**src/design/swm_pkg.sv**
```systemverilog
// Package for the sliding window mean unit.
// Holds the sample type and the fixed constants of the window length rule.
// No dependencies.
`default_nettype none

package swm_pkg;

    // Sample and mean format: signed, 24 fraction bits
    localparam int SAMPLE_W        = 32;
    // Window register width and its value after reset
    localparam int YEARS_W         = 6;
    localparam int YEARS_RESET     = 10;
    // Samples per year, and the width of twelve times the largest year count
    localparam int MONTHS_PER_YEAR = 12;
    localparam int RAW_LEN_W       = 10;

    typedef logic signed [SAMPLE_W-1:0] t_sample;

endpackage

`default_nettype wire

```
**src/design/swm_div.sv**
```systemverilog
// Bit-serial signed divider for the window mean: sum / length, truncated toward zero.
// One quotient bit per cycle on the magnitude of the sum; result held until taken.
// Depends on swm_pkg.
`default_nettype none

module swm_div
    import swm_pkg::*;
#(
    parameter int SUM_W = 41,
    parameter int DIV_W = 10
) (
    input  wire logic                    i_clk,
    input  wire logic                    i_rst_n,
    input  wire logic                    i_start,
    input  wire logic signed [SUM_W-1:0] i_dividend,
    input  wire logic [DIV_W-1:0]        i_divisor,
    input  wire logic                    i_take,
    output logic                         o_busy,
    output logic                         o_done,
    output t_sample                      o_quotient
);

    localparam int CNT_W = $clog2(SUM_W + 1);

    logic             r_busy;
    logic             r_done;
    logic [CNT_W-1:0] r_cnt;
    logic [DIV_W-1:0] r_rem;
    logic [SUM_W-1:0] r_quo;
    logic [DIV_W-1:0] r_div;
    logic             r_neg;

    logic [DIV_W:0]          rem_sh;
    logic [DIV_W:0]          rem_diff;
    logic                    rem_ge;
    logic [SUM_W-1:0]        dividend_mag;
    logic [SAMPLE_W-1:0]     quo_mag;

    // Magnitude of the dividend
    assign dividend_mag = i_dividend[SUM_W-1] ? (~i_dividend + SUM_W'(1)) : i_dividend;

    // One restoring step: shift in the next dividend bit, subtract if it fits
    assign rem_sh   = {r_rem, r_quo[SUM_W-1]};
    assign rem_diff = rem_sh - {1'b0, r_div};
    assign rem_ge   = (rem_sh >= {1'b0, r_div});

    // Control: load on start, count down the steps, hold the result until taken
    always_ff @(posedge i_clk) begin
        if (!i_rst_n) begin
            r_busy <= 1'b0;
            r_done <= 1'b0;
            r_cnt  <= '0;
        end else if (i_start && !r_busy) begin
            r_busy <= 1'b1;
            r_done <= 1'b0;
            r_cnt  <= CNT_W'(SUM_W);
        end else if (r_busy) begin
            r_cnt <= r_cnt - CNT_W'(1);
            if (r_cnt == CNT_W'(1)) begin
                r_busy <= 1'b0;
                r_done <= 1'b1;
            end
        end else if (i_take) begin
            r_done <= 1'b0;
        end
    end

    // Datapath: remainder and the shift register that turns dividend into quotient
    always_ff @(posedge i_clk) begin
        if (i_start && !r_busy) begin
            r_rem <= '0;
            r_quo <= dividend_mag;
            r_div <= i_divisor;
            r_neg <= i_dividend[SUM_W-1];
        end else if (r_busy) begin
            r_rem <= rem_ge ? rem_diff[DIV_W-1:0] : rem_sh[DIV_W-1:0];
            r_quo <= {r_quo[SUM_W-2:0], rem_ge};
        end
    end

    // Apply the sign; the magnitude never exceeds two to the 31
    assign quo_mag    = r_quo[SAMPLE_W-1:0];
    assign o_quotient = r_neg ? t_sample'(~quo_mag + SAMPLE_W'(1)) : t_sample'(quo_mag);
    assign o_busy     = r_busy;
    assign o_done     = r_done;

endmodule

`default_nettype wire
```
**config.mk**
```make
export PLATFORM = sky130hd
export DESIGN_NAME = swm_div
export DESIGN_NICKNAME = d
export VERILOG_FILES = /design/src/design/swm_pkg.sv /design/src/design/swm_div.sv
export SDC_FILE = /design/constraint.sdc
export NUM_CORES = 1
export LEC_CHECK = 0
export BUFFER_PORTS_ARGS = -buffer_cell sky130_fd_sc_hd__buf_4
export CAP_MARGIN = 20
export CELL_PAD_IN_SITES_DETAIL_PLACEMENT = 0
export CELL_PAD_IN_SITES_GLOBAL_PLACEMENT = 1
export CORE_MARGIN = 2
export CORE_UTILIZATION = 30
export DETAILED_ROUTE_END_ITERATION = 8
export MAX_ROUTING_LAYER = met4
export PLACE_DENSITY = 0.63
export SYNTH_ARGS = -nofsm -noshare
export SYNTH_HDL_FRONTEND = slang
export SYNTH_SLANG_ARGS = --single-unit
```
**constraint.sdc**
```tcl
create_clock -name i_clk -period 6 [get_ports i_clk]
set_input_delay 0 -clock i_clk [delete_from_list [all_inputs] [get_ports i_clk]]
set_output_delay 0 -clock i_clk [all_outputs]
set_load 0.02 [all_outputs]
```
==> PnR_summary.wiki, run 1 <==
{| class="wikitable"
! Metric !! Value
|-
| Static Leak || 2.36 nW
|-
| Startpoint Class || register
|-
| Total routed wirelength || 12.3 mm
|-
| Crit path required time || 6000 ps
|-
| Top FF cell, synth || sky130_fd_sc_hd__edfxtp_1
|-
| Diode count || 0
|-
| Global-route wire length before repair || 19.8 mm
|-
| Total global-route track usage || 0.155
|-
| Overall power consumption || 1.89 mW
|-
| Worst-case headroom to the max-slew limit || 0.330
|-
| Area of the mapped netlist || 4770 sq um
|-
| Worst skew pair latency || 340 ps
|-
| Via-to-Cell Ratio || 4.92
|-
| Number of core rows || 46
|-
| Die ar. || 16900 sq um
|-
| Starting DRT DRC Count || 282
|-
| Final total negative setup slack || 0 ps
|-
| Fin util || 0.386
|-
| # H-tree levels || 3
|-
| Met2 routing resource usage after global routing || 0.235
|-
| Post-Syn Nets || 592
|-
| Total clock buffers created by CTS || 9
|-
| Warning count from the yosys run || 0
|-
| Period Utilization, post-route || 0.541
|-
| GR Util met3 || 0.0316
|-
| Max_cap viols || 0
|-
| Max Fanout on Critical Path || 5
|-
| Cell family with the largest share of critical-path delay || simple AND/OR/NAND/NOR gates
|-
| Number of distinct library cells after synthesis || 51
|-
| Number of flip-flops and latches in the synthesized netlist || 70
|-
| Die height || 130 um
|-
| Horizontal extent of the die || 130 um
|-
| Largest net degree at the start of global routing || 84
|-
| Tightest Pin Transition || 1000 ps
|-
| Total clock sinks || 70
|-
| Clock-pin slew on the worst setup and hold paths || 60 ps
|-
| Crit path kind || reg -> out
|-
| First drt pass iteration count || 4
|-
| Most utilized layer in the global route result || met2
|-
| Critical-path cell list || or3_4, or4_4, or4_4, or3_1, o41ai_1, xnor2_1, buf_4
|-
| Buffer type at the clock tree root || sky130_fd_sc_hd__clkbuf_16
|-
| Unrepaired setup endpoints after global routing || no
|-
| Met1 GRT Util || 0.206
|-
| Number of buffers inserted to repair setup after CTS || 0
|-
| Clock tree buffer depth || 2
|-
| Count of buffers inserted at the top-level ports || 88
|-
| Slowest stage cell, crit path || sky130_fd_sc_hd__or4_4
|-
| Total Nets Final || 684
|-
| Antenna violations before repair || 0
|-
| Crit path buf inv count || 1
|-
| Average cell area after synthesis || 9.13 sq um
|-
| Number of flops mapped to enable cells by yosys || 52
|-
| DRC violation count after routing || 0
|-
| Crit end category || output port
|-
| FFs w/ async S/R, synth || 0
|-
| Pwr dens || 310 nW/um^2
|-
| Dpl hpwl || 9.08 mm
|-
| Routability congestion estimate || 0.796
|-
| Worst voltage drop across the vdd grid || 0.152 mV
|-
| Top achievable clock speed || 308 MHz
|-
| Worst path max stage delay || 480 ps
|-
| Average wire length per cell after detail routing || 14.8 um
|-
| Growth of design area from synthesis to finish || 27.3%
|-
| Clock tree skew after final layout || 3.34 ps
|-
| GRT overflow || 0
|-
| TritonCTS clock tree || done
|-
| Core Region || 15700 sq um
|-
| Share of post-route cells with drive strength above 1 || 0.197
|-
| Cell seen most often among critical-path stages || sky130_fd_sc_hd__or4_4
|-
| Part of the Yosys area used for sequential elements || 0.403
|-
| Number of top-level pins || 89
|-
| Initial core utilization || 0.303
|-
| Routed via count || 4107
|-
| Number of global-route vias before repair || 3871
|-
| Number of slew-limit violations in the final report || 0
|-
| CP arrival || 3250 ps
|-
| Remaining number of nets flagged by the antenna check after routing || 0
|-
| Result of the run || complete, no violations
|-
| Synth Instances || 522
|-
| Finish-stage setup viols || 0
|-
| Count of final hold-check violations || 0
|-
| Post-CTS sizing || 0
|-
| Class of the most critical hold timing path || in -> reg
|-
| Period minus WS final || 3250 ps
|}
==> stage by stage <==
stage	std cells	cell area (sq um)	hold WS [ps]	worst slack (ps)
3_5_place_dp	807	5640	180	3120
3_3_place_gp	807	5640	178	3140
4_1_cts	835	6070	1.83	2750
6_report	835	6070	8.11	2750
2_1_floorplan	522	4770	98.9	3350
5_1_grt	835	6070	29.4	2590
==> repair_timing <==
action | 4_1_cts | 5_1_grt
endpoints found under the hold margin | 19 | 0
hold buffers | 12 | 0
setup endpoints to repair | 0 | 0
==> cells in the mapped netlist, types with 6 or more instances <==
master	count	share of area
sky130_fd_sc_hd__nand2_1	84	0.066
sky130_fd_sc_hd__xor2_1	40	0.073
sky130_fd_sc_hd__nor2b_1	7	0.0092
sky130_fd_sc_hd__clkbuf_1	16	0.013
sky130_fd_sc_hd__a21oi_1	9	0.0094
sky130_fd_sc_hd__xnor2_1	37	0.068
sky130_fd_sc_hd__inv_1	25	0.020
sky130_fd_sc_hd__o21ai_0	67	0.070
sky130_fd_sc_hd__nor3_1	12	0.013
sky130_fd_sc_hd__or3_1	9	0.012
sky130_fd_sc_hd__ha_1	14	0.037
sky130_fd_sc_hd__o41ai_1	8	0.015
sky130_fd_sc_hd__nor2_1	15	0.012
sky130_fd_sc_hd__o31ai_1	24	0.038
sky130_fd_sc_hd__edfxtp_1	52	0.33
sky130_fd_sc_hd__nand3_1	6	0.0063
sky130_fd_sc_hd__dfxtp_1	18	0.076
sky130_fd_sc_hd__o211ai_1	7	0.011
==> cell type report <==
cell class                      count  area [sq um]
Multi-Input combinational cell    405          2670
Tap cell                          216           270
Sequential cell                    70          1920
Clock buffer                        9           225
Fill cell                        1606          9640
Timing Repair Buffer              103           803
Inverter                           25          93.8
Clock inverter                      7          88.8
==> final timing paths <==
kind              slack, ps           startpoint  cells past startpoint               endpoint
setup reg to reg       3220   r_div[1]$_DFFE_PP_                      8     r_quo[0]$_DFFE_PP_
hold / removal            8              i_start                      3  r_cnt[0]$_SDFFE_PN0P_
setup / recovery       2750   r_quo[3]$_DFFE_PP_                      7         o_quotient[31]
hold reg to reg         480  o_done$_SDFFE_PP0P_                      2    o_done$_SDFFE_PP0P_
==> layer usage <==
layer | share of wire | wire, um
met1 | 0.48 | 5900
met2 | 0.46 | 5700
met3 | 0.040 | 493
met4 | 0.019 | 233
met5 | 0 | 0
==> report_power, final <==
| group | switching [mW] | total (mW) | internal, mW |
|---|---|---|---|
| clock | 0.206 | 0.567 | 0.360 |
| sequential | 0.0784 | 0.693 | 0.615 |
| combinational | 0.350 | 0.625 | 0.275 |
==> registers in the layout, indices dropped and copies added, names as in the netlist <==
signal,count
r_rem,10
r_quo,41
r_neg,1
r_div,10
o_busy,1
r_cnt,6
o_done,1
==> cells in the final DEF, fill, tap and decap left out, types with 12 or more instances in the layout <==
cell type                       instances
sky130_fd_sc_hd__xnor2_1               37
sky130_fd_sc_hd__dlygate4sd3_1         12
sky130_fd_sc_hd__buf_4                 91
sky130_fd_sc_hd__xor2_1                40
sky130_fd_sc_hd__nor2_1                15
sky130_fd_sc_hd__nor3_1                12
sky130_fd_sc_hd__nand2_1               84
sky130_fd_sc_hd__inv_1                 25
sky130_fd_sc_hd__o31ai_1               24
sky130_fd_sc_hd__o21ai_0               67
sky130_fd_sc_hd__edfxtp_1              52
sky130_fd_sc_hd__dfxtp_1               18
sky130_fd_sc_hd__ha_1                  14
==> worst min-delay path: cells and delay by family <==
family,cells,cell delay [ps]
buffers and inverters,1,160
AND/OR/NAND/NOR,2,150
==> kinds of logic (layout without fill, tap and decap cells) <==
logic type               Yosys count  count (layout)  share of synthesized area
AND/OR/NAND/NOR                  172             172                      0.183
AO/OA/AOI/OAI                    138             138                      0.187
XOR/XNOR                          77              77                      0.141
flip-flops                        70              70                      0.403
buffers and inverters             47             144                     0.0378
adder cells (fa/ha/maj)           15              15                     0.0409
multiplexers                       3               3                    0.00682
(Power assumes the default switching activity.)
==> run 2, diff against run 1 <==
==> constraint.sdc (replaced) <==
create_clock -name i_clk -period 3.4 [get_ports i_clk]
set_input_delay 0 -clock i_clk [delete_from_list [all_inputs] [get_ports i_clk]]
set_output_delay 0 -clock i_clk [all_outputs]
set_load 0.02 [all_outputs]
==> PnR_summary.wiki, run 2 (synthesis results as in run 1) <==
{| class="wikitable"
! Metric !! Value
|-
| Total clock buffers created by CTS || 9 (unchanged)
|-
| RR Endpoint || r_quo[0]$_DFFE_PP_
|-
| Count of cells along the worst register-to-register path || 9 (+1)
|-
| Core Region || 15700 sq um (unchanged)
|-
| Number of top-level pins || 89 (unchanged)
|-
| Result of the run || complete, no violations
|-
| First drt pass iteration count || 4 (unchanged)
|-
| Die ar. || 16900 sq um (unchanged)
|-
| Share of post-route cells with drive strength above 1 || 0.199 (+0.00226)
|-
| Fin util || 0.386 (about the same)
|-
| Max Fanout on Critical Path || 5 (unchanged)
|-
| Startpoint Class || register
|-
| Crit end category || output port
|-
| Instance area at placement || 5660 sq um (+0.40%)
|-
| Hold Path Depth || 4 (+1)
|-
| Top achievable clock speed || 313 MHz
|-
| Count of buffers inserted at the top-level ports || 88 (unchanged)
|-
| Pwr dens || 535 nW/um^2 (+72%)
|-
| Growth of design area from synthesis to finish || 27.2% (about the same)
|-
| Clock tree buffer depth || 2 (unchanged)
|-
| Unrepaired setup endpoints after global routing || no
|-
| Clock-pin slew on the worst setup and hold paths || 60 ps (about the same)
|-
| Worst path max stage delay || 470 ps (about the same)
|-
| Worst-case headroom to the max-slew limit || 0.305 (-0.0255)
|-
| Start point of the worst hold path || i_take
|-
| Terminating pin of the worst hold path || o_done$_SDFFE_PP0P_
|-
| Biggest regs || r_quo x41, r_div x10, r_rem x10
|-
| Critical-path cell list || or3_4, or4_4, or4_4, or3_1, o41ai_1, xnor2_1, buf_4
|-
| Number of slew-limit violations in the final report || 0 (unchanged)
|-
| Number of core rows || 46 (unchanged)
|-
| Diode count || 0 (unchanged)
|-
| Crit path buf inv count || 1 (unchanged)
|-
| Count of final hold-check violations || 0 (unchanged)
|-
| Cell seen most often among critical-path stages || sky130_fd_sc_hd__or4_4
|-
| # H-tree levels || 3 (unchanged)
|-
| Antenna violations before repair || 0 (unchanged)
|-
| Buffer type at the clock tree root || sky130_fd_sc_hd__clkbuf_16
|-
| Slowest stage cell, crit path || sky130_fd_sc_hd__or4_4
|-
| Clock tree skew after final layout || 6.99 ps (+3.65 ps)
|-
| Total clock sinks || 70 (unchanged)
|-
| Period minus WS final || 3200 ps
|-
| Final total negative setup slack || 0 ps (unchanged)
|-
| Starting DRT DRC Count || 276 (-2.1%)
|-
| Average wire length per cell after detail routing || 14.9 um (+0.68%)
|-
| Global-route wire length before repair || 19.9 mm (+0.31%)
|-
| Total global-route track usage || 0.155 (about the same)
|-
| Finished Cell Area || 6070 sq um (about the same)
|-
| Crit path kind || reg -> out
|-
| DRC violation count after routing || 0 (unchanged)
|-
| Crit path required time || 3400 ps (-2600 ps)
|-
| Die height || 130 um (unchanged)
|-
| Largest net degree at the start of global routing || 51 (-39%)
|-
| Total Nets Final || 687 (+0.44%)
|-
| Initial core utilization || 0.303 (unchanged)
|-
| Flip-flop count of the largest register after layout || 41 (unchanged)
|-
| Reg2Reg Launch Point || r_div[1]$_DFFE_PP_
|-
| Most common library cell in the layout ignoring fill and taps || sky130_fd_sc_hd__buf_4
|-
| GRT overflow || 0 (unchanged)
|-
| Total routed wirelength || 12.4 mm (+1.0%)
|-
| Most flop-heavy register || r_quo
|-
| Worst reg-to-reg setup slack || 760 ps (-2460 ps)
|-
| Leading cell types in the layout, fill and taps excluded || sky130_fd_sc_hd__buf_4, sky130_fd_sc_hd__nand2_1, sky130_fd_sc_hd__o21ai_0
|-
| Number of global-route vias before repair || 3905 (+0.88%)
|-
| Routed via count || 4084 (-0.56%)
|-
| Post-CTS sizing || 0 (unchanged)
|-
| Finish-stage setup viols || 0 (unchanged)
|-
| Fillers || 1609 (+0.19%)
|-
| Dpl hpwl || 9.22 mm (+1.6%)
|-
| TritonCTS clock tree || done
|-
| Horizontal extent of the die || 130 um (unchanged)
|-
| Period Utilization, post-route || 0.940
|-
| Worst skew pair latency || 340 ps (about the same)
|-
| Via-to-Cell Ratio || 4.87 (-0.92%)
|-
| CP arrival || 3200 ps (-50 ps)
|-
| Static Leak || 2.36 nW (about the same)
|-
| Tightest Pin Transition || 1040 ps (+38.3 ps)
|-
| Class of the most critical hold timing path || in -> reg
|-
| Remaining number of nets flagged by the antenna check after routing || 0 (unchanged)
|-
| Cell family with the largest share of critical-path delay || simple AND/OR/NAND/NOR gates
|-
| Routability congestion estimate || 0.780 (-1.9%)
|-
| Max_cap viols || 0 (unchanged)
|-
| Worst voltage drop across the vdd grid || 0.230 mV (+51%)
|}
run 2: metal layers:
| metal | part of all wire | vias to the layer above | GRT usage |
|---|---|---|---|
| met3 | 0.044 | 11 | 0.0230 |
| met4 | 0.016 | 0 | 0.0614 |
| met1 | 0.48 | 1887 | 0.205 |
| li1 | - | 2090 | - |
| met5 | 0 | - | - |
| met2 | 0.46 | 96 | 0.240 |
run 2: repair_timing:
| action | in CTS | in global routing |
|---|---|---|
| setup buffers | 0 | 0 |
| hold buffers | 12 | 0 |
| hold endpoints to repair | 18 | 0 |
run 2: worst max path at each step:
| stage | start | end | slack (ps) | cells after the start |
|---|---|---|---|---|
| after global placement | r_quo[4]$_DFFE_PP_ | o_quotient[31] | 610 | 7 |
| after global routing | r_quo[4]$_DFFE_PP_ | o_quotient[31] | 70 | 7 |
| final | r_quo[4]$_DFFE_PP_ | o_quotient[31] | 200 | 7 |
| after floorplan | r_quo[4]$_DFFE_PP_ | o_quotient[18] | 750 | 6 |
| after detailed placement | r_quo[3]$_DFFE_PP_ | o_quotient[31] | 580 | 7 |
| after CTS | r_quo[3]$_DFFE_PP_ | o_quotient[31] | 190 | 7 |
run 2: area by class of cell:
class                   instances  area (sq um)  share of cell area
repair buffers                106           826               0.136
flip-flops and latches         70          1920               0.317
inverters                      25          93.8              0.0155
clock inverters                 5          32.5             0.00536
well taps                     216           270              0.0445
clock buffers                  11           254              0.0419
multi-input cells             405          2670               0.440
run 2: metrics by stage:
step | power (mW) | worst slack [ps] | cells | hold slack, ps
3_3_place_gp | 2.33 | 613 | 810 | 179
4_1_cts | 3.29 | 189 | 838 | 2.67
6_report | 3.24 | 203 | 838 | 10.7
3_5_place_dp | 2.35 | 579 | 810 | 179
2_1_floorplan | 1.95 | 750 | 522 | 98.9
5_1_grt | 3.45 | 72.6 | 838 | 29.5
run 2: where the power goes:
| part | internal (mW) | switching [mW] | total, mW |
|---|---|---|---|
| clock network | 0.535 | 0.365 | 0.901 |
| logic | 0.490 | 0.626 | 1.12 |
| registers | 1.09 | 0.143 | 1.23 |
| total | 2.11 | 1.13 | 3.24 |
run 2: tightest hold or removal path, delay by kind of cell:
| kind | cells | cell delay [ps] |
|---|---|---|
| AOI/OAI and AO/OA | 2 | 200 |
| buffers and inverters | 2 | 100 |
